## src/ppa_pkg.sv

```systemverilog
`timescale 1ns / 1ps
// ----------------------------------------------------------------------------
// ppa_pkg
// Shared constants, codes and types of the physical page allocator.
// ----------------------------------------------------------------------------
package ppa_pkg;

	localparam int PNB_DEF         = 20;
	localparam int MAX_EXT_DEF     = 64;
	localparam int STACK_DEPTH_DEF = 512;

	localparam int LEN_W  = 21;
	localparam int PAGE_W = 20;
	localparam int ACT_W  = 3;
	localparam int ST_W   = 2;
	localparam int CFG_AW = 4;
	localparam int IN_DW  = 48;
	localparam int OUT_DW = 48;

	localparam logic [ACT_W-1:0] ACT_INIT       = 3'd0;
	localparam logic [ACT_W-1:0] ACT_RUN_ALLOC  = 3'd1;
	localparam logic [ACT_W-1:0] ACT_RUN_FREE   = 3'd2;
	localparam logic [ACT_W-1:0] ACT_PAGE_ALLOC = 3'd3;
	localparam logic [ACT_W-1:0] ACT_PAGE_FREE  = 3'd4;

	localparam logic [ST_W-1:0] ST_OK         = 2'd0;
	localparam logic [ST_W-1:0] ST_NOMEM      = 2'd1;
	localparam logic [ST_W-1:0] ST_TABLE_FULL = 2'd2;
	localparam logic [ST_W-1:0] ST_STACK_FULL = 2'd3;

	localparam logic [1:0] REG_MULTI_BASE  = 2'd0;
	localparam logic [1:0] REG_SINGLE_BASE = 2'd1;
	localparam logic [1:0] REG_END         = 2'd2;

	localparam logic [PAGE_W-1:0] RST_MULTI_BASE  = 20'd524288;
	localparam logic [PAGE_W-1:0] RST_SINGLE_BASE = 20'd525424;
	localparam logic [LEN_W-1:0]  RST_END         = 21'd525824;

	localparam logic [3:0] OP_NONE       = 4'd0;
	localparam logic [3:0] OP_DECODE     = 4'd1;
	localparam logic [3:0] OP_INIT_PUSH  = 4'd2;
	localparam logic [3:0] OP_SCAN_RD    = 4'd3;
	localparam logic [3:0] OP_SCAN_CHK   = 4'd4;
	localparam logic [3:0] OP_FSCAN_RD   = 4'd5;
	localparam logic [3:0] OP_FSCAN_CHK  = 4'd6;
	localparam logic [3:0] OP_FREE_APPLY = 4'd7;
	localparam logic [3:0] OP_DN_RD      = 4'd8;
	localparam logic [3:0] OP_DN_WR      = 4'd9;
	localparam logic [3:0] OP_UP_RD      = 4'd10;
	localparam logic [3:0] OP_UP_WR      = 4'd11;
	localparam logic [3:0] OP_INS_PUT    = 4'd12;
	localparam logic [3:0] OP_POP_RD     = 4'd13;
	localparam logic [3:0] OP_POP_DATA   = 4'd14;
	localparam logic [3:0] OP_DONE       = 4'd15;

	typedef struct packed {
		logic       load;
		logic [3:0] op;
	} ppa_cmd_t;

	typedef struct packed {
		logic [ACT_W-1:0] act;
		logic count_zero;
		logic stack_empty;
		logic stack_full;
		logic below_single;
		logic scan_end;
		logic hit;
		logic exact;
		logic left_of;
		logic merge_prev;
		logic merge_next;
		logic table_full;
		logic dn_end;
		logic up_end;
		logic push_done;
		logic out_free;
	} ppa_stat_t;

	function automatic logic [LEN_W-1:0] sat_add(input logic [LEN_W-1:0] a,
		input logic [LEN_W-1:0] b);
		logic [LEN_W:0] s;
		s = {1'b0, a} + {1'b0, b};
		return s[LEN_W] ? {LEN_W{1'b1}} : s[LEN_W-1:0];
	endfunction

endpackage

```

## src/ppa_ctrl.sv

```systemverilog
`timescale 1ns / 1ps
// ----------------------------------------------------------------------------
// ppa_ctrl
// Sequencer: walks each transaction through table scans, shifts and stack operations.
// ----------------------------------------------------------------------------
module ppa_ctrl import ppa_pkg::*; (
	input  logic      clk,
	input  logic      arst_n,
	input  logic      in_valid,
	output logic      in_ready,
	input  ppa_stat_t stat,
	output ppa_cmd_t  cmd
);

	localparam logic [3:0] S_IDLE       = 4'd0;
	localparam logic [3:0] S_DECODE     = 4'd1;
	localparam logic [3:0] S_INIT_PUSH  = 4'd2;
	localparam logic [3:0] S_SCAN_RD    = 4'd3;
	localparam logic [3:0] S_SCAN_CHK   = 4'd4;
	localparam logic [3:0] S_FSCAN_RD   = 4'd5;
	localparam logic [3:0] S_FSCAN_CHK  = 4'd6;
	localparam logic [3:0] S_FREE_APPLY = 4'd7;
	localparam logic [3:0] S_DN_RD      = 4'd8;
	localparam logic [3:0] S_DN_WR      = 4'd9;
	localparam logic [3:0] S_UP_RD      = 4'd10;
	localparam logic [3:0] S_UP_WR      = 4'd11;
	localparam logic [3:0] S_INS_PUT    = 4'd12;
	localparam logic [3:0] S_POP_RD     = 4'd13;
	localparam logic [3:0] S_POP_DATA   = 4'd14;
	localparam logic [3:0] S_DONE       = 4'd15;

	logic [3:0] state_q, state_d;

	always_comb begin
		state_d  = state_q;
		cmd.load = 1'b0;
		cmd.op   = OP_NONE;
		in_ready = 1'b0;
		case (state_q)
			S_IDLE: begin
				in_ready = 1'b1;
				if (in_valid) begin
					cmd.load = 1'b1;
					state_d  = S_DECODE;
				end
			end
			S_DECODE: begin
				cmd.op = OP_DECODE;
				case (stat.act)
					ACT_INIT:       state_d = S_INIT_PUSH;
					ACT_RUN_ALLOC:  state_d = stat.count_zero ? S_DONE : S_SCAN_RD;
					ACT_RUN_FREE:   state_d = stat.count_zero ? S_DONE : S_FSCAN_RD;
					ACT_PAGE_ALLOC: state_d = stat.stack_empty ? S_SCAN_RD : S_POP_RD;
					ACT_PAGE_FREE:  state_d = stat.below_single ? S_FSCAN_RD : S_DONE;
					default:        state_d = S_DONE;
				endcase
			end
			S_INIT_PUSH: begin
				cmd.op = OP_INIT_PUSH;
				if (stat.push_done) begin
					state_d = S_DONE;
				end
			end
			S_SCAN_RD: begin
				cmd.op  = OP_SCAN_RD;
				state_d = stat.scan_end ? S_DONE : S_SCAN_CHK;
			end
			S_SCAN_CHK: begin
				cmd.op = OP_SCAN_CHK;
				if (stat.hit) begin
					state_d = stat.exact ? S_DN_RD : S_DONE;
				end else begin
					state_d = S_SCAN_RD;
				end
			end
			S_FSCAN_RD: begin
				cmd.op  = OP_FSCAN_RD;
				state_d = stat.scan_end ? S_FREE_APPLY : S_FSCAN_CHK;
			end
			S_FSCAN_CHK: begin
				cmd.op  = OP_FSCAN_CHK;
				state_d = stat.left_of ? S_FSCAN_RD : S_FREE_APPLY;
			end
			S_FREE_APPLY: begin
				cmd.op = OP_FREE_APPLY;
				if (stat.merge_prev && stat.merge_next) begin
					state_d = S_DN_RD;
				end else if (stat.merge_prev || stat.merge_next || stat.table_full) begin
					state_d = S_DONE;
				end else begin
					state_d = S_UP_RD;
				end
			end
			S_DN_RD: begin
				cmd.op  = OP_DN_RD;
				state_d = stat.dn_end ? S_DONE : S_DN_WR;
			end
			S_DN_WR: begin
				cmd.op  = OP_DN_WR;
				state_d = S_DN_RD;
			end
			S_UP_RD: begin
				cmd.op  = OP_UP_RD;
				state_d = stat.up_end ? S_INS_PUT : S_UP_WR;
			end
			S_UP_WR: begin
				cmd.op  = OP_UP_WR;
				state_d = S_UP_RD;
			end
			S_INS_PUT: begin
				cmd.op  = OP_INS_PUT;
				state_d = S_DONE;
			end
			S_POP_RD: begin
				cmd.op  = OP_POP_RD;
				state_d = S_POP_DATA;
			end
			S_POP_DATA: begin
				cmd.op  = OP_POP_DATA;
				state_d = S_DONE;
			end
			S_DONE: begin
				cmd.op = OP_DONE;
				if (stat.out_free) begin
					state_d = S_IDLE;
				end
			end
			default: state_d = S_IDLE;
		endcase
	end

	always_ff @(posedge clk or negedge arst_n) begin
		if (!arst_n) begin
			state_q <= S_IDLE;
		end else begin
			state_q <= state_d;
		end
	end

endmodule

```

## config.mk

```make
export PLATFORM = sky130hd
export DESIGN_NAME = ppa_ctrl
export DESIGN_NICKNAME = d
export VERILOG_FILES = /design/src/ppa_pkg.sv /design/src/ppa_ctrl.sv
export SDC_FILE = /design/constraint.sdc
export NUM_CORES = 1
export LEC_CHECK = 0
export ABC_CLOCK_PERIOD_IN_PS = 1900
export BUFFER_PORTS_ARGS = -buffer_cell sky130_fd_sc_hd__buf_4
export CORE_MARGIN = 8
export CORE_UTILIZATION = 45
export DETAILED_ROUTE_END_ITERATION = 8
export PLACE_DENSITY_LB_ADDON = 0.25
export SYNTH_ARGS = -nofsm -noshare
export SYNTH_HDL_FRONTEND = slang
export SYNTH_SLANG_ARGS = --single-unit
```

## constraint.sdc

```tcl
create_clock -name clk -period 1.9 [get_ports clk]
set_input_delay 0.285 -clock clk [delete_from_list [all_inputs] [get_ports clk]]
set_output_delay 0.285 -clock clk [all_outputs]
set_load 0.01 [all_outputs]
```

# After elaboration in Yosys (flattened, before gate mapping)
# Index checks and enable logic that the tools add are counted.
[totals] n_memories=0 wordCells=52 mem_bits_ro=0 reg_bits=4 latch_bits=0 mem_bits_rw=0
[classes] n_mux=22 n_shift=0 bitwise=0 div_mod_pow=0 n_addsub=0 n_reduce_logical=7 multipliers=0 magnitude_cmp=0 eq_ne=22
[op_table] cell="$pmux W4 S15" n=2
[op_table] cell="$mux W4" n=9
[op_table] cell="$eq A4 B4 Y1 const B" n=8
[op_table] cell="$pmux W4 S5" n=1
[op_table] cell="$eq A4 B3 Y1 const B" n=4
[op_table] cell="$mux W3" n=5
[op_table] cell="$eq A4 B2 Y1 const B" n=2
[op_table] cell="$eq A3 B2 Y1 const B" n=2
[op_table] cell="$ne A2 B2 Y1 const B" n=3
[op_table] cell="$eq A4 B1 Y1 const B" n=1
[op_table] cell="$logic_not A4 Y1" n=1
[op_table] cell="$mux W1" n=4
[op_table] cell="$eq A3 B1 Y1 const B" n=1
[op_table] cell="$eq A3 B3 Y1 const B" n=1
[op_table] cell="$logic_not A3 Y1" n=1
[op_table] cell="$reduce_and A3 Y1" n=1
[op_table] cell="$logic_or A1 B1 Y1" n=2
[op_table] cell="$mux W2" n=1
[op_table] cell="$reduce_or A2 Y1" n=1
[op_table] cell="$logic_and A1 B1 Y1" n=1

# Longest topological paths before layout
# Gate-level depths: netlist of run 1.
[logic_depth] word_depth=5 ltp_mapped=6

# Worst setup path before layout of run 1
# No wires, ideal clock.
[synth_timing] path_kind="reg2out" start="register state_q[3]" end="output port cmd[4] in the netlist's numbering" arrival_time_ns=1.371 setup_slack_ns=0.244 required_ns=1.615 path_stages_with_launch=5 path_buffers=2 path_cell_list="dfrtp_1 > buf_2 > buf_2 > nor4_1 > and2_1"
[synth_lines] item="from (decl)" line_no="ppa_ctrl.sv:32" rtl="logic [3:0] state_q, state_d;"
[synth_lines] item="from (signal assigned)" line_no="ppa_ctrl.sv:136" rtl="state_q <= state_d;"
[synth_lines] item="to (decl)" line_no="ppa_ctrl.sv:12" rtl="output ppa_cmd_t cmd"

==> impl_results.html, run 1 <==
<table>
<tr><th>Metric</th><th>Value</th></tr>
<tr><th colspan="2">Outcome</th></tr>
<tr><td>Result of the run</td><td>finished, final reports clean</td></tr>
<tr><th colspan="2">Layout</th></tr>
<tr><td>Area of all sequential standard cells</td><td>100.1 um2</td></tr>
<tr><td>Antenna diode count</td><td>0</td></tr>
<tr><td>Max reg flops</td><td>4</td></tr>
<tr><td>Layout-stage area growth over the synthesis result</td><td>38.68%</td></tr>
<tr><td>Post-Layout Cell Count</td><td>121</td></tr>
<tr><td>Final #Nets</td><td>129</td></tr>
<tr><td>Number of inserted filler cells in the final layout</td><td>138</td></tr>
<tr><td>Top reg by flops</td><td>state_q</td></tr>
<tr><td>Commonest cells after routing, fill and taps aside</td><td>sky130_fd_sc_hd__buf_4 (31), sky130_fd_sc_hd__nand2_1 (5), sky130_fd_sc_hd__a21oi_1 (5)</td></tr>
<tr><td>Share of layout cells above drive strength 1</td><td>0.3868</td></tr>
<tr><td>Registers with the most flip-flops</td><td>state_q x4</td></tr>
<tr><td>Multi-input logic area</td><td>447.9 um2</td></tr>
<tr><td>Commonest non-fill, non-tap cell in the layout</td><td>sky130_fd_sc_hd__buf_4</td></tr>
<tr><td>Post-Route Utilization</td><td>0.6563</td></tr>
<tr><th colspan="2">Hold path</th></tr>
<tr><td>Worst min-delay path class</td><td>primary input to asynchronous set/reset pin</td></tr>
<tr><th colspan="2">Worst setup path</th></tr>
<tr><td>WP data arrival</td><td>1.48 ns</td></tr>
<tr><td>Worst Path Max Fanout</td><td>22</td></tr>
<tr><td>CP required</td><td>1.62 ns</td></tr>
<tr><td>CP Capture Type</td><td>output port</td></tr>
<tr><td>Cell-by-cell listing of the critical path</td><td>buf_4 &gt; nor4_2 &gt; and2_1 &gt; buf_4</td></tr>
<tr><td>Cell type group with the largest total delay on the critical path</td><td>simple AND/OR/NAND/NOR gates</td></tr>
<tr><td>Slowest Stage Delay on Critical Path</td><td>0.37 ns</td></tr>
<tr><td>Startpoint types</td><td>flop</td></tr>
<tr><td>Top cell by count, worst path</td><td>sky130_fd_sc_hd__buf_4</td></tr>
<tr><td>Standard cell with the maximum stage delay on the critical path</td><td>sky130_fd_sc_hd__dfrtp_1</td></tr>
<tr><td>Worst Setup Path Type</td><td>flop to output port</td></tr>
<tr><td>Buffers and inverters on the worst path</td><td>2</td></tr>
<tr><th colspan="2">Logic synthesis</th></tr>
<tr><td>Distinct cell type count after synthesis</td><td>41</td></tr>
<tr><td>Area of the mapped netlist</td><td>608.1 um2</td></tr>
<tr><td>Fraction of registers with async set or reset after synthesis</td><td>1.000</td></tr>
<tr><td>Synth Instances</td><td>82</td></tr>
<tr><td>Top FF cell, synth</td><td>sky130_fd_sc_hd__dfrtp_1</td></tr>
<tr><td>Yosys warnings</td><td>0</td></tr>
<tr><td>Seq cells post-synth</td><td>4</td></tr>
<tr><td>Share of synthesized area occupied by flip-flops and latches</td><td>0.1646</td></tr>
<tr><td>Synth Net Count</td><td>103</td></tr>
<tr><td>Avg Inst Size Synth</td><td>7.416 um2</td></tr>
<tr><td>Number of flops mapped to enable cells by yosys</td><td>0</td></tr>
<tr><th colspan="2">Timing</th></tr>
<tr><td>RSZ-0062 raised after global routing</td><td>no</td></tr>
<tr><td>Count of endpoints failing setup in the final report</td><td>0</td></tr>
<tr><td>Post-route worst setup slack</td><td>0.1334 ns</td></tr>
<tr><td>Fraction of the cycle the final worst path needs</td><td>0.9298</td></tr>
<tr><td>Max_slew headroom</td><td>0.7535</td></tr>
<tr><td>Clock period minus final worst setup slack</td><td>1.767 ns</td></tr>
<tr><td>Clock skew after layout</td><td>0.004172 ns</td></tr>
<tr><td>Worst-margin pin slew</td><td>0.3604 ns</td></tr>
<tr><td>Final hold violation count</td><td>0</td></tr>
<tr><td>Number of slew-limit violations in the final report</td><td>0</td></tr>
<tr><td>Setup Total Neg Slack</td><td>0 ns</td></tr>
<tr><td>Maximum clock frequency</td><td>566.1 MHz</td></tr>
<tr><th colspan="2">Placed design</th></tr>
<tr><td>Place WS</td><td>0.2149 ns</td></tr>
<tr><td>Placed insts</td><td>117</td></tr>
<tr><td>Post-detail-place hpwl</td><td>1381 um</td></tr>
<tr><td>Routability congestion estimate</td><td>0.8276</td></tr>
<tr><td>Buffers on Ports</td><td>25</td></tr>
<tr><th colspan="2">Power</th></tr>
<tr><td>P_leak</td><td>0.0003726 uW</td></tr>
<tr><td>Power density cells</td><td>1333 mW/mm2</td></tr>
<tr><td>IR Drop Worst-Case VDD</td><td>0.6128 mV</td></tr>
<tr><td>Total power consumption of the routed design</td><td>1124 uW</td></tr>
<tr><th colspan="2">Clocking</th></tr>
<tr><td>Skew-Pair Late Insertion Delay</td><td>0.24 ns</td></tr>
<tr><td>CTS root buffer</td><td>sky130_fd_sc_hd__clkbuf_4</td></tr>
<tr><td>Reg clk slew, reported paths</td><td>0.04 ns</td></tr>
<tr><td>Clock tree from TritonCTS</td><td>yes</td></tr>
<tr><td>Max Root-Sink Buffers</td><td>2</td></tr>
<tr><td>TritonCTS buffer count</td><td>3</td></tr>
<tr><td>H-Tree Depth</td><td>1</td></tr>
<tr><td>Total clock sinks</td><td>4</td></tr>
<tr><td>Setup repair bufs after CTS</td><td>0</td></tr>
<tr><th colspan="2">Route</th></tr>
<tr><td>Routed wire length per instance</td><td>14.09 um</td></tr>
<tr><td>First-pass DRT Iterations</td><td>4</td></tr>
<tr><td>DR vias/cell</td><td>5.785</td></tr>
<tr><td>DRC violation count after routing</td><td>0</td></tr>
<tr><td>Number of nets with antenna violations after detailed routing</td><td>0</td></tr>
<tr><td>Number of DRC markers after the initial detailed-route iteration</td><td>15</td></tr>
<tr><td>Final WL</td><td>1705 um</td></tr>
<tr><td>Number of vias in the routed layout</td><td>700</td></tr>
<tr><th colspan="2">GRT</th></tr>
<tr><td>Total congestion overflow after global routing</td><td>0</td></tr>
<tr><td>Number of antenna violations at the first check in global routing</td><td>0</td></tr>
<tr><td>Global-route wire length before repair</td><td>2925 um</td></tr>
<tr><td>Largest net degree at the start of global routing</td><td>23</td></tr>
<tr><td>Vias in the first global route</td><td>688</td></tr>
<tr><td>Global routing usage summed across all routing layers</td><td>0.1345</td></tr>
<tr><th colspan="2">Floorplanning</th></tr>
<tr><td>Core Region</td><td>0.001285 mm2</td></tr>
<tr><td>Number of rows created at floorplan</td><td>13</td></tr>
<tr><td>Y dimension of the die</td><td>52.76 um</td></tr>
<tr><td>Effective utilization at floorplan</td><td>0.4732</td></tr>
<tr><td>Boundary pin count</td><td>27</td></tr>
<tr><td>Die area</td><td>0.002784 mm2</td></tr>
<tr><td>Die extent in x</td><td>52.76 um</td></tr>
<tr><th colspan="2">Job</th></tr>
<tr><td>Maximum capacitance violations</td><td>0</td></tr>
</table>
synthesized netlist by cell type, drive strengths merged, types with 2 or more instances:
cell	count	area [um2]
a211oi	2	15.01
nor3	3	15.01
a21oi	5	25.02
a311oi	2	23.77
nand2	5	18.77
nor4bb	2	20.02
nand3b	3	22.52
nor4	4	25.02
buf	6	36.28
inv	3	11.26
clkbuf	5	18.77
a22oi	2	15.01
nor2	4	15.01
nand2b	2	12.51
o21ai	4	23.77
mux2	2	22.52
nand3	2	10.01
nor2b	3	18.77
dfrtp	4	100.1
final timing paths:
path                             from          to  slack (ns)  cells past startpoint
max                        state_q[0]      cmd[4]        0.13                      4
max in group asynchronous      arst_n  state_q[0]        1.39                      2
max reg2reg                state_q[2]  state_q[2]        0.20                      4
min in group clk              stat[9]  state_q[2]        0.45                      3
min                            arst_n  state_q[2]        0.41                      2
min reg2reg                state_q[0]  state_q[3]        0.79                      3
routing by layer:
| layer | wire length [um] | global-route usage | vias to the layer above |
|---|---|---|---|
| met2 | 840 | 0.2168 | 20 |
| met1 | 752 | 0.1600 | 320 |
| met4 | 13 | 0.06466 | 0 |
| met5 | 0 | 0 | - |
| met3 | 98 | 0.03409 | 2 |
| li1 | - | - | 358 |
metrics by stage:
stage	area (um2)	hold WS, ns
finish	843.3	0.4069
detailed placement	804.5	0.08050
floorplan	608.1	-0.01059
global route	843.3	0.4050
global placement	804.5	0.07936
CTS	837.1	0.3848
cell families (layout without fill, tap and decap cells):
logic type | count (synthesis) | in the layout | synth area share
flops | 4 | 4 | 0.1646
mux | 2 | 2 | 0.03703
simple gates | 36 | 36 | 0.3724
xor+xnor | 2 | 2 | 0.02881
buf+inv | 14 | 38 | 0.1090
compound gates | 24 | 24 | 0.2881
worst register-to-register path: stages (launching register included):
cell and delay [ns]:
sky130_fd_sc_hd__dfrtp_1 0.48, sky130_fd_sc_hd__and4b_1 0.28, sky130_fd_sc_hd__a211o_1 0.28, sky130_fd_sc_hd__a2111oi_0 0.41, sky130_fd_sc_hd__a22oi_1 0.12
report_power, final:
| part | switching [uW] | internal (uW) | leakage [uW] |
|---|---|---|---|
| Sequential | 88.7 | 133 | 0.0000458 |
| Combinational | 389 | 409 | 0.000313 |
| Clock | 34.5 | 70.6 | 0.0000138 |
| Total | 512 | 613 | 0.000373 |
area by class of cell:
class	count	area share
multi-input cells	64	0.5312
repair buffers	32	0.2878
flip-flops and latches	4	0.1187
clock buffers	3	0.02671
well taps	15	0.02226
inverters	3	0.01335
repair_timing:
item	in CTS	in global routing
setup endpoints to repair	0	1
gates resized for setup	0	1
endpoints found under the hold margin	4	0
hold buffers	1	0
(Power assumes the default switching activity.)
==> inputs of run 2 (changes only) <==
- ABC_CLOCK_PERIOD_IN_PS: 1900 -> 1800
- clock period: 1.9 -> 1.8 ns (I/O delays scaled with it)
==> impl_results.html, run 2 (synthesized netlist as in run 1, its figures left out) <==
<table>
<tr><th>Metric</th><th>Value</th></tr>
<tr><th colspan="2">Timing</th></tr>
<tr><td>Fraction of the cycle the final worst path needs</td><td>0.9271</td></tr>
<tr><td>Final hold violation count</td><td>0 (unchanged)</td></tr>
<tr><td>Number of slew-limit violations in the final report</td><td>0 (unchanged)</td></tr>
<tr><td>Clock skew after layout</td><td>0.004081 ns (-0.00009092 ns)</td></tr>
<tr><td>Count of endpoints failing setup in the final report</td><td>0 (unchanged)</td></tr>
<tr><td>Setup Total Neg Slack</td><td>0 ns (unchanged)</td></tr>
<tr><td>Clock period minus final worst setup slack</td><td>1.669 ns</td></tr>
<tr><td>RSZ-0062 raised after global routing</td><td>no</td></tr>
<tr><td>Maximum clock frequency</td><td>599.2 MHz</td></tr>
<tr><td>Max_slew headroom</td><td>0.7476 (-0.005887)</td></tr>
<tr><td>Worst-margin pin slew</td><td>0.3690 ns (+0.008608 ns)</td></tr>
<tr><td>Worst hold margin</td><td>0.3795 ns (-0.02744 ns)</td></tr>
<tr><th colspan="2">Power</th></tr>
<tr><td>Power density cells</td><td>1440 mW/mm2 (+8.0%)</td></tr>
<tr><td>Total power consumption of the routed design</td><td>1253 uW (+11%)</td></tr>
<tr><td>P_leak</td><td>0.0003760 uW (+0.90%)</td></tr>
<tr><td>IR Drop Worst-Case VDD</td><td>0.6265 mV (+2.2%)</td></tr>
<tr><th colspan="2">Route</th></tr>
<tr><td>First-pass DRT Iterations</td><td>4 (unchanged)</td></tr>
<tr><td>Number of DRC markers after the initial detailed-route iteration</td><td>20 (+5)</td></tr>
<tr><td>Final WL</td><td>1741 um (+2.1%)</td></tr>
<tr><td>Routed wire length per instance</td><td>14.51 um (+3.0%)</td></tr>
<tr><td>Number of vias in the routed layout</td><td>712 (+1.7%)</td></tr>
<tr><td>Number of nets with antenna violations after detailed routing</td><td>0 (unchanged)</td></tr>
<tr><td>DRC violation count after routing</td><td>0 (unchanged)</td></tr>
<tr><td>DR vias/cell</td><td>5.933 (+2.6%)</td></tr>
<tr><th colspan="2">GRT</th></tr>
<tr><td>Largest net degree at the start of global routing</td><td>18 (-22%)</td></tr>
<tr><td>Number of antenna violations at the first check in global routing</td><td>0 (unchanged)</td></tr>
<tr><td>Global-route wire length before repair</td><td>3036 um (+3.8%)</td></tr>
<tr><td>Global routing usage summed across all routing layers</td><td>0.1391 (+0.004601)</td></tr>
<tr><td>Vias in the first global route</td><td>689 (+0.15%)</td></tr>
<tr><td>Total congestion overflow after global routing</td><td>0 (unchanged)</td></tr>
<tr><th colspan="2">Layout</th></tr>
<tr><td>Final #Nets</td><td>128 (-0.78%)</td></tr>
<tr><td>Share of layout cells above drive strength 1</td><td>0.4000 (+0.01321)</td></tr>
<tr><td>Commonest cells after routing, fill and taps aside</td><td>sky130_fd_sc_hd__buf_4 (29), sky130_fd_sc_hd__nand2_1 (5), sky130_fd_sc_hd__a21oi_1 (5)</td></tr>
<tr><td>Post-Route Utilization</td><td>0.6767 (+0.02045)</td></tr>
<tr><td>Top reg by flops</td><td>state_q</td></tr>
<tr><td>Layout-stage area growth over the synthesis result</td><td>43.00%</td></tr>
<tr><td>Commonest non-fill, non-tap cell in the layout</td><td>sky130_fd_sc_hd__buf_4</td></tr>
<tr><td>Post-Layout Cell Count</td><td>120 (-0.83%)</td></tr>
<tr><td>Max reg flops</td><td>4 (unchanged)</td></tr>
<tr><td>Area of all sequential standard cells</td><td>100.1 um2 (unchanged)</td></tr>
<tr><td>Registers with the most flip-flops</td><td>state_q x4</td></tr>
<tr><td>Multi-input logic area</td><td>469.2 um2 (+4.7%)</td></tr>
<tr><td>Number of inserted filler cells in the final layout</td><td>121 (-12%)</td></tr>
<tr><td>Antenna diode count</td><td>0 (unchanged)</td></tr>
<tr><th colspan="2">Placed design</th></tr>
<tr><td>Post-detail-place hpwl</td><td>1341 um (-2.9%)</td></tr>
<tr><td>Buffers on Ports</td><td>25 (unchanged)</td></tr>
<tr><td>Placed insts</td><td>116 (-0.85%)</td></tr>
<tr><td>Routability congestion estimate</td><td>0.8227 (-0.59%)</td></tr>
<tr><th colspan="2">Floorplanning</th></tr>
<tr><td>Y dimension of the die</td><td>52.76 um (unchanged)</td></tr>
<tr><td>Effective utilization at floorplan</td><td>0.4732 (unchanged)</td></tr>
<tr><td>Die extent in x</td><td>52.76 um (unchanged)</td></tr>
<tr><td>Boundary pin count</td><td>27 (unchanged)</td></tr>
<tr><td>Number of rows created at floorplan</td><td>13 (unchanged)</td></tr>
<tr><td>Core Region</td><td>0.001285 mm2 (unchanged)</td></tr>
<tr><td>Die area</td><td>0.002784 mm2 (unchanged)</td></tr>
<tr><th colspan="2">Worst setup path</th></tr>
<tr><td>Startpoint types</td><td>flop</td></tr>
<tr><td>Crit path launch</td><td>state_q[1]</td></tr>
<tr><td>CP Capture Type</td><td>flop</td></tr>
<tr><td>CP required</td><td>1.96 ns (+0.34 ns)</td></tr>
<tr><td>Startpoint of the lowest-slack register-to-register path</td><td>state_q[1]</td></tr>
<tr><td>Worst Setup Path Type</td><td>flop to flop</td></tr>
<tr><td>Worst Path Max Fanout</td><td>9 (-59%)</td></tr>
<tr><td>WP data arrival</td><td>1.83 ns (+0.35 ns)</td></tr>
<tr><th colspan="2">Hold path</th></tr>
<tr><td>Worst min-delay path class</td><td>primary input to asynchronous set/reset pin</td></tr>
<tr><th colspan="2">Clocking</th></tr>
<tr><td>H-Tree Depth</td><td>1 (unchanged)</td></tr>
<tr><td>Clock tree from TritonCTS</td><td>yes</td></tr>
<tr><td>TritonCTS buffer count</td><td>3 (unchanged)</td></tr>
<tr><td>Reg clk slew, reported paths</td><td>0.04 ns (about the same)</td></tr>
<tr><td>Total clock sinks</td><td>4 (unchanged)</td></tr>
<tr><td>Skew-Pair Late Insertion Delay</td><td>0.24 ns (about the same)</td></tr>
<tr><td>Max Root-Sink Buffers</td><td>2 (unchanged)</td></tr>
<tr><td>Setup repair bufs after CTS</td><td>0 (unchanged)</td></tr>
<tr><td>CTS root buffer</td><td>sky130_fd_sc_hd__clkbuf_4</td></tr>
<tr><th colspan="2">Outcome</th></tr>
<tr><td>Result of the run</td><td>finished, final reports clean</td></tr>
<tr><th colspan="2">Job</th></tr>
<tr><td>Maximum capacitance violations</td><td>0 (unchanged)</td></tr>
</table>
## run 2: layer usage
layer | track usage | up-vias | share of wire
met5 | 0 | - | 0
met4 | 0.06466 | 0 | 0.0080
met3 | 0.03977 | 2 | 0.090
met2 | 0.2246 | 31 | 0.47
met1 | 0.1635 | 319 | 0.43
li1 | - | 360 | -
## run 2: critical path, cell delays in order (launching register included)
cell and delay [ns]:
sky130_fd_sc_hd__dfrtp_1 0.48, sky130_fd_sc_hd__or4b_4 0.59, sky130_fd_sc_hd__a311oi_2 0.23, sky130_fd_sc_hd__a22oi_1 0.15, sky130_fd_sc_hd__o21ai_2 0.13
## run 2: stage by stage
| step | cell area [um2] | setup WS, ns |
|---|---|---|
| after CTS | 848.3 | 0.09960 |
| after floorplan | 608.1 | 0.1591 |
| final | 869.6 | 0.1312 |
| after global routing | 869.6 | 0.003278 |
| after global placement | 809.5 | 0.1591 |
| after detailed placement | 809.5 | 0.1538 |
## run 2: power breakdown
group / total [uW] / switching, uW / internal [uW] / leakage, uW
combinational: 925 / 467 / 458 / 0.000316
clock: 113 / 38.6 / 74.7 / 0.0000138
sequential: 214 / 73.3 / 141 / 0.0000458
total: 1250 / 578 / 674 / 0.000376
## run 2: final timing paths
check                             end  slack, ns  cells after the start
hold reg to reg            state_q[3]       0.72                      2
max in group asynchronous  state_q[3]       1.32                      2
min in group clk           state_q[2]       0.40                      3
setup reg to reg           state_q[3]       0.13                      4
setup / recovery           state_q[3]       0.13                      4
hold / removal             state_q[2]       0.38                      2
## run 2: what timing repair did
action | 4_1_cts | 5_1_grt
gates cloned | 0 | 0
setup endpoints to repair | 1 | 2
resized for setup | 1 | 3
hold buffers | 1 | 0
pin swaps | 0 | 0
endpoints found under the hold margin | 4 | 0
## run 2: area by class of cell
type                       count  area share
sequential                     4      0.1151
timing repair buffer          31      0.2849
clock buffer                   3     0.02590
inverter                       3     0.01295
tap                           15     0.02158
multi-input combinational     64      0.5396
==> inputs of run 3 (changes only) <==
- ABC_AREA: unset -> 1
==> impl_results.html, run 3 <==
<table>
<tr><th>Metric</th><th>Value</th></tr>
<tr><th colspan="2">Worst setup path</th></tr>
<tr><td>Worst Path Max Fanout</td><td>8 (-1)</td></tr>
<tr><td>Worst flop-to-flop path endpoint</td><td>state_q[2]</td></tr>
<tr><td>Worst Setup Path Type</td><td>flop to output port</td></tr>
<tr><td>CP Capture Type</td><td>output port</td></tr>
<tr><td>WP data arrival</td><td>1.33 ns (-0.50 ns)</td></tr>
<tr><td>Cell count of the worst reg-to-reg path</td><td>9 (+5)</td></tr>
<tr><td>Startpoint types</td><td>flop</td></tr>
<tr><td>Startpoint of the lowest-slack register-to-register path</td><td>state_q[2]</td></tr>
<tr><td>Worst R2R Setup Slack</td><td>0.38 ns (+0.25 ns)</td></tr>
<tr><td>CP required</td><td>1.53 ns (-0.43 ns)</td></tr>
<tr><th colspan="2">Logic synthesis</th></tr>
<tr><td>Share of the synthesized area in the top cell type</td><td>0.2317 (+0.06710)</td></tr>
<tr><td>Fraction of registers with async set or reset after synthesis</td><td>1.000 (unchanged)</td></tr>
<tr><td>Synth Instances</td><td>126 (+54%)</td></tr>
<tr><td>Seq cells post-synth</td><td>4 (unchanged)</td></tr>
<tr><td>Top cell types by occurrence after synthesis</td><td>sky130_fd_sc_hd__nand2_1 (38), sky130_fd_sc_hd__nor2_1 (29), sky130_fd_sc_hd__inv_1 (17)</td></tr>
<tr><td>Main area contributors after synthesis</td><td>sky130_fd_sc_hd__nand2_1 (23%), sky130_fd_sc_hd__nor2_1 (18%), sky130_fd_sc_hd__dfrtp_1 (16%)</td></tr>
<tr><td>Synth Net Count</td><td>147 (+43%)</td></tr>
<tr><td>Synth Area in Adders</td><td>0 (unchanged)</td></tr>
<tr><td>Top FF cell, synth</td><td>sky130_fd_sc_hd__dfrtp_1</td></tr>
<tr><td>Largest area contributor in the synthesized netlist</td><td>sky130_fd_sc_hd__nand2_1</td></tr>
<tr><td>Share of synthesized area spent on multiplexers</td><td>0 (-0.03704)</td></tr>
<tr><td>Simple-Gate Fraction of Synth Area</td><td>0.6199 (+0.2475)</td></tr>
<tr><td>Compound-gate portion of the synthesized area</td><td>0.07724 (-0.2108)</td></tr>
<tr><td>Synth Area in XOR/XNOR</td><td>0 (-0.02881)</td></tr>
<tr><td>Library cell with the highest instance count after synthesis</td><td>sky130_fd_sc_hd__nand2_1</td></tr>
<tr><td>Share of synthesized area occupied by flip-flops and latches</td><td>0.1626 (-0.002007)</td></tr>
<tr><td>Distinct cell type count after synthesis</td><td>15 (-63%)</td></tr>
<tr><td>Yosys warnings</td><td>0 (unchanged)</td></tr>
<tr><td>Area of the mapped netlist</td><td>615.6 um2 (+1.2%)</td></tr>
<tr><td>Number of flops mapped to enable cells by yosys</td><td>0 (unchanged)</td></tr>
<tr><td>Combinational family with the most area after synthesis</td><td>simple AND/OR/NAND/NOR gates</td></tr>
<tr><td>Avg Inst Size Synth</td><td>4.886 um2 (-34%)</td></tr>
<tr><th colspan="2">Floorplanning</th></tr>
<tr><td>Core Region</td><td>0.001285 mm2 (unchanged)</td></tr>
<tr><td>Die extent in x</td><td>52.99 um (+0.43%)</td></tr>
<tr><td>Effective utilization at floorplan</td><td>0.4791 (+0.005842)</td></tr>
<tr><td>Number of rows created at floorplan</td><td>13 (unchanged)</td></tr>
<tr><td>Die area</td><td>0.002807 mm2 (+0.85%)</td></tr>
<tr><td>Boundary pin count</td><td>27 (unchanged)</td></tr>
<tr><td>Y dimension of the die</td><td>52.99 um (+0.43%)</td></tr>
<tr><th colspan="2">Timing</th></tr>
<tr><td>Final hold violation count</td><td>0 (unchanged)</td></tr>
<tr><td>Clock period minus final worst setup slack</td><td>1.601 ns (-0.06796 ns)</td></tr>
<tr><td>Post-route worst setup slack</td><td>0.1992 ns (+0.06796 ns)</td></tr>
<tr><td>Clock skew after layout</td><td>0.008167 ns (+0.004086 ns)</td></tr>
<tr><td>RSZ-0062 raised after global routing</td><td>no</td></tr>
<tr><td>Number of slew-limit violations in the final report</td><td>0 (unchanged)</td></tr>
<tr><td>Fraction of the cycle the final worst path needs</td><td>0.8893 (-0.03776)</td></tr>
<tr><td>Maximum clock frequency</td><td>624.7 MHz (+4.2%)</td></tr>
<tr><td>Count of endpoints failing setup in the final report</td><td>0 (unchanged)</td></tr>
<tr><td>Setup Total Neg Slack</td><td>0 ns (unchanged)</td></tr>
<tr><td>Worst-margin pin slew</td><td>0.2956 ns (-0.07345 ns)</td></tr>
<tr><td>Max_slew headroom</td><td>0.8030 (+0.05533)</td></tr>
<tr><th colspan="2">Clocking</th></tr>
<tr><td>Reg clk slew, reported paths</td><td>0.04 ns (about the same)</td></tr>
<tr><td>Setup repair bufs after CTS</td><td>0 (unchanged)</td></tr>
<tr><td>H-Tree Depth</td><td>1 (unchanged)</td></tr>
<tr><td>Clock tree from TritonCTS</td><td>yes</td></tr>
<tr><td>Max Root-Sink Buffers</td><td>2 (unchanged)</td></tr>
<tr><td>CTS root buffer</td><td>sky130_fd_sc_hd__clkbuf_4</td></tr>
<tr><td>Total clock sinks</td><td>4 (unchanged)</td></tr>
<tr><td>Skew-Pair Late Insertion Delay</td><td>0.24 ns (about the same)</td></tr>
<tr><td>TritonCTS buffer count</td><td>3 (unchanged)</td></tr>
<tr><th colspan="2">Outcome</th></tr>
<tr><td>Result of the run</td><td>finished, final reports clean</td></tr>
<tr><th colspan="2">GRT</th></tr>
<tr><td>Largest net degree at the start of global routing</td><td>9 (-9)</td></tr>
<tr><td>Global-route wire length before repair</td><td>2877 um (-5.2%)</td></tr>
<tr><td>Vias in the first global route</td><td>732 (+6.2%)</td></tr>
<tr><td>Total congestion overflow after global routing</td><td>0 (unchanged)</td></tr>
<tr><td>Number of antenna violations at the first check in global routing</td><td>0 (unchanged)</td></tr>
<tr><td>Global routing usage summed across all routing layers</td><td>0.1303 (-0.008876)</td></tr>
<tr><th colspan="2">Route</th></tr>
<tr><td>Number of DRC markers after the initial detailed-route iteration</td><td>24 (+20%)</td></tr>
<tr><td>Number of vias in the routed layout</td><td>836 (+17%)</td></tr>
<tr><td>DRC violation count after routing</td><td>0 (unchanged)</td></tr>
<tr><td>Routed wire length per instance</td><td>10.81 um (-26%)</td></tr>
<tr><td>First-pass DRT Iterations</td><td>4 (unchanged)</td></tr>
<tr><td>Number of nets with antenna violations after detailed routing</td><td>0 (unchanged)</td></tr>
<tr><td>Final WL</td><td>1794 um (+3.0%)</td></tr>
<tr><td>DR vias/cell</td><td>5.036 (-15%)</td></tr>
<tr><th colspan="2">Hold path</th></tr>
<tr><td>Start point of the worst min-delay path</td><td>in_valid</td></tr>
<tr><td>Worst Hold Endpoint</td><td>state_q[0]</td></tr>
<tr><td>Worst min-delay path class</td><td>primary input to flop</td></tr>
<tr><td>Hold path cells</td><td>3</td></tr>
<tr><th colspan="2">Power</th></tr>
<tr><td>P_leak</td><td>0.0005138 uW (+37%)</td></tr>
<tr><td>IR Drop Worst-Case VDD</td><td>0.6623 mV (+5.7%)</td></tr>
<tr><td>Power density cells</td><td>1440 mW/mm2 (about the same)</td></tr>
<tr><th colspan="2">Placed design</th></tr>
<tr><td>Place WS</td><td>0.3854 ns (+0.2315 ns)</td></tr>
<tr><td>Buffers on Ports</td><td>25 (unchanged)</td></tr>
<tr><td>Routability congestion estimate</td><td>0.8879 (+7.9%)</td></tr>
<tr><td>Cell area reported after detailed placement</td><td>807.0 um2 (-0.31%)</td></tr>
<tr><td>Post-detail-place hpwl</td><td>1490 um (+11%)</td></tr>
<tr><th colspan="2">Layout</th></tr>
<tr><td>Multi-input logic area</td><td>431.7 um2 (-8.0%)</td></tr>
<tr><td>Final #Nets</td><td>174 (+36%)</td></tr>
<tr><td>Commonest cells after routing, fill and taps aside</td><td>sky130_fd_sc_hd__nand2_1 (38), sky130_fd_sc_hd__nor2_1 (28), sky130_fd_sc_hd__buf_4 (25)</td></tr>
<tr><td>Registers with the most flip-flops</td><td>state_q x4</td></tr>
<tr><td>Max reg flops</td><td>4 (unchanged)</td></tr>
<tr><td>Number of inserted filler cells in the final layout</td><td>131 (+8.3%)</td></tr>
<tr><td>Commonest non-fill, non-tap cell in the layout</td><td>sky130_fd_sc_hd__nand2_1</td></tr>
<tr><td>Share of layout cells above drive strength 1</td><td>0.2384 (-0.1616)</td></tr>
<tr><td>Finished layout cell area</td><td>842.1 um2 (-3.2%)</td></tr>
<tr><td>Area of all sequential standard cells</td><td>100.1 um2 (unchanged)</td></tr>
<tr><td>Post-Route Utilization</td><td>0.6553 (-0.02142)</td></tr>
<tr><td>Top reg by flops</td><td>state_q</td></tr>
<tr><td>Antenna diode count</td><td>0 (unchanged)</td></tr>
<tr><td>Layout-stage area growth over the synthesis result</td><td>36.79%</td></tr>
<tr><th colspan="2">Job</th></tr>
<tr><td>Maximum capacitance violations</td><td>0 (unchanged)</td></tr>
</table>
-- run 3: cell types whose count changed after synthesis, sizes merged, moves of 4 or more --
cell,before,now
a21oi,5,0
nor4,4,0
nand2,5,39
inv,3,19
nand3,2,16
nor2,4,32
o21ai,4,8
buf,6,0
-- run 3: metrics by stage --
stage | hold slack, ns | instances | power (uW)
global placement | 0.06422 | 162 | 1067
floorplan | -0.02559 | 126 | 834.9
finish | 0.3527 | 166 | 1213
CTS | 0.3389 | 166 | 1208
global route | 0.3529 | 166 | 1364
detailed placement | 0.06652 | 162 | 1085
-- run 3: worst max path at each step --
stage               startpoint      to  slack, ns  cells past startpoint
finish              state_q[2]  cmd[4]       0.20                      4
CTS                 state_q[2]  cmd[4]       0.12                      4
global placement    state_q[2]  cmd[4]       0.43                      4
global route        state_q[2]  cmd[4]        0.1                      4
detailed placement  state_q[2]  cmd[4]       0.39                      4
floorplan           state_q[2]  cmd[4]       0.58                      3
-- run 3: kinds of logic after synthesis --
logic type | Yosys count
buf+inv | 23
flops | 4
compound gates | 9
simple gates | 90
-- run 3: area by class of cell --
cell class | instances | share of cell area
Inverter | 19 | 0.08470
Timing Repair Buffer | 26 | 0.2348
Clock buffer | 3 | 0.02675
Tap cell | 15 | 0.02229
Multi-Input combinational cell | 99 | 0.5126
Sequential cell | 4 | 0.1189
-- run 3: worst max-delay path: stages, from the launching register on --
cell	delay (ns)
sky130_fd_sc_hd__dfrtp_1	0.46
sky130_fd_sc_hd__nor2_2	0.24
sky130_fd_sc_hd__nand2_1	0.15
sky130_fd_sc_hd__nor2_1	0.11
sky130_fd_sc_hd__buf_4	0.13
-- run 3: timing repair --
| item | in CTS | in global routing |
|---|---|---|
| hold buffers | 1 | 0 |
| gates resized for setup | 0 | 1 |
| endpoints found under the setup margin | 0 | 1 |
| endpoints found under the hold margin | 4 | 0 |
-- run 3: power by group --
group | leakage, uW | internal, uW | total [uW] | switching, uW
sequential | 0.0000474 | 145 | 248 | 103
clock | 0.0000138 | 74.5 | 111 | 36.5
combinational | 0.000453 | 338 | 854 | 516
total | 0.000514 | 557 | 1210 | 655
-- run 3: routing by layer --
metal  vias up  share of wire  GRT usage
met3         2          0.075    0.05042
met5         -              0          0
met4         0          0.017    0.04310
met2        36           0.49     0.2148
li1        438              -          -
met1       360           0.41     0.1487
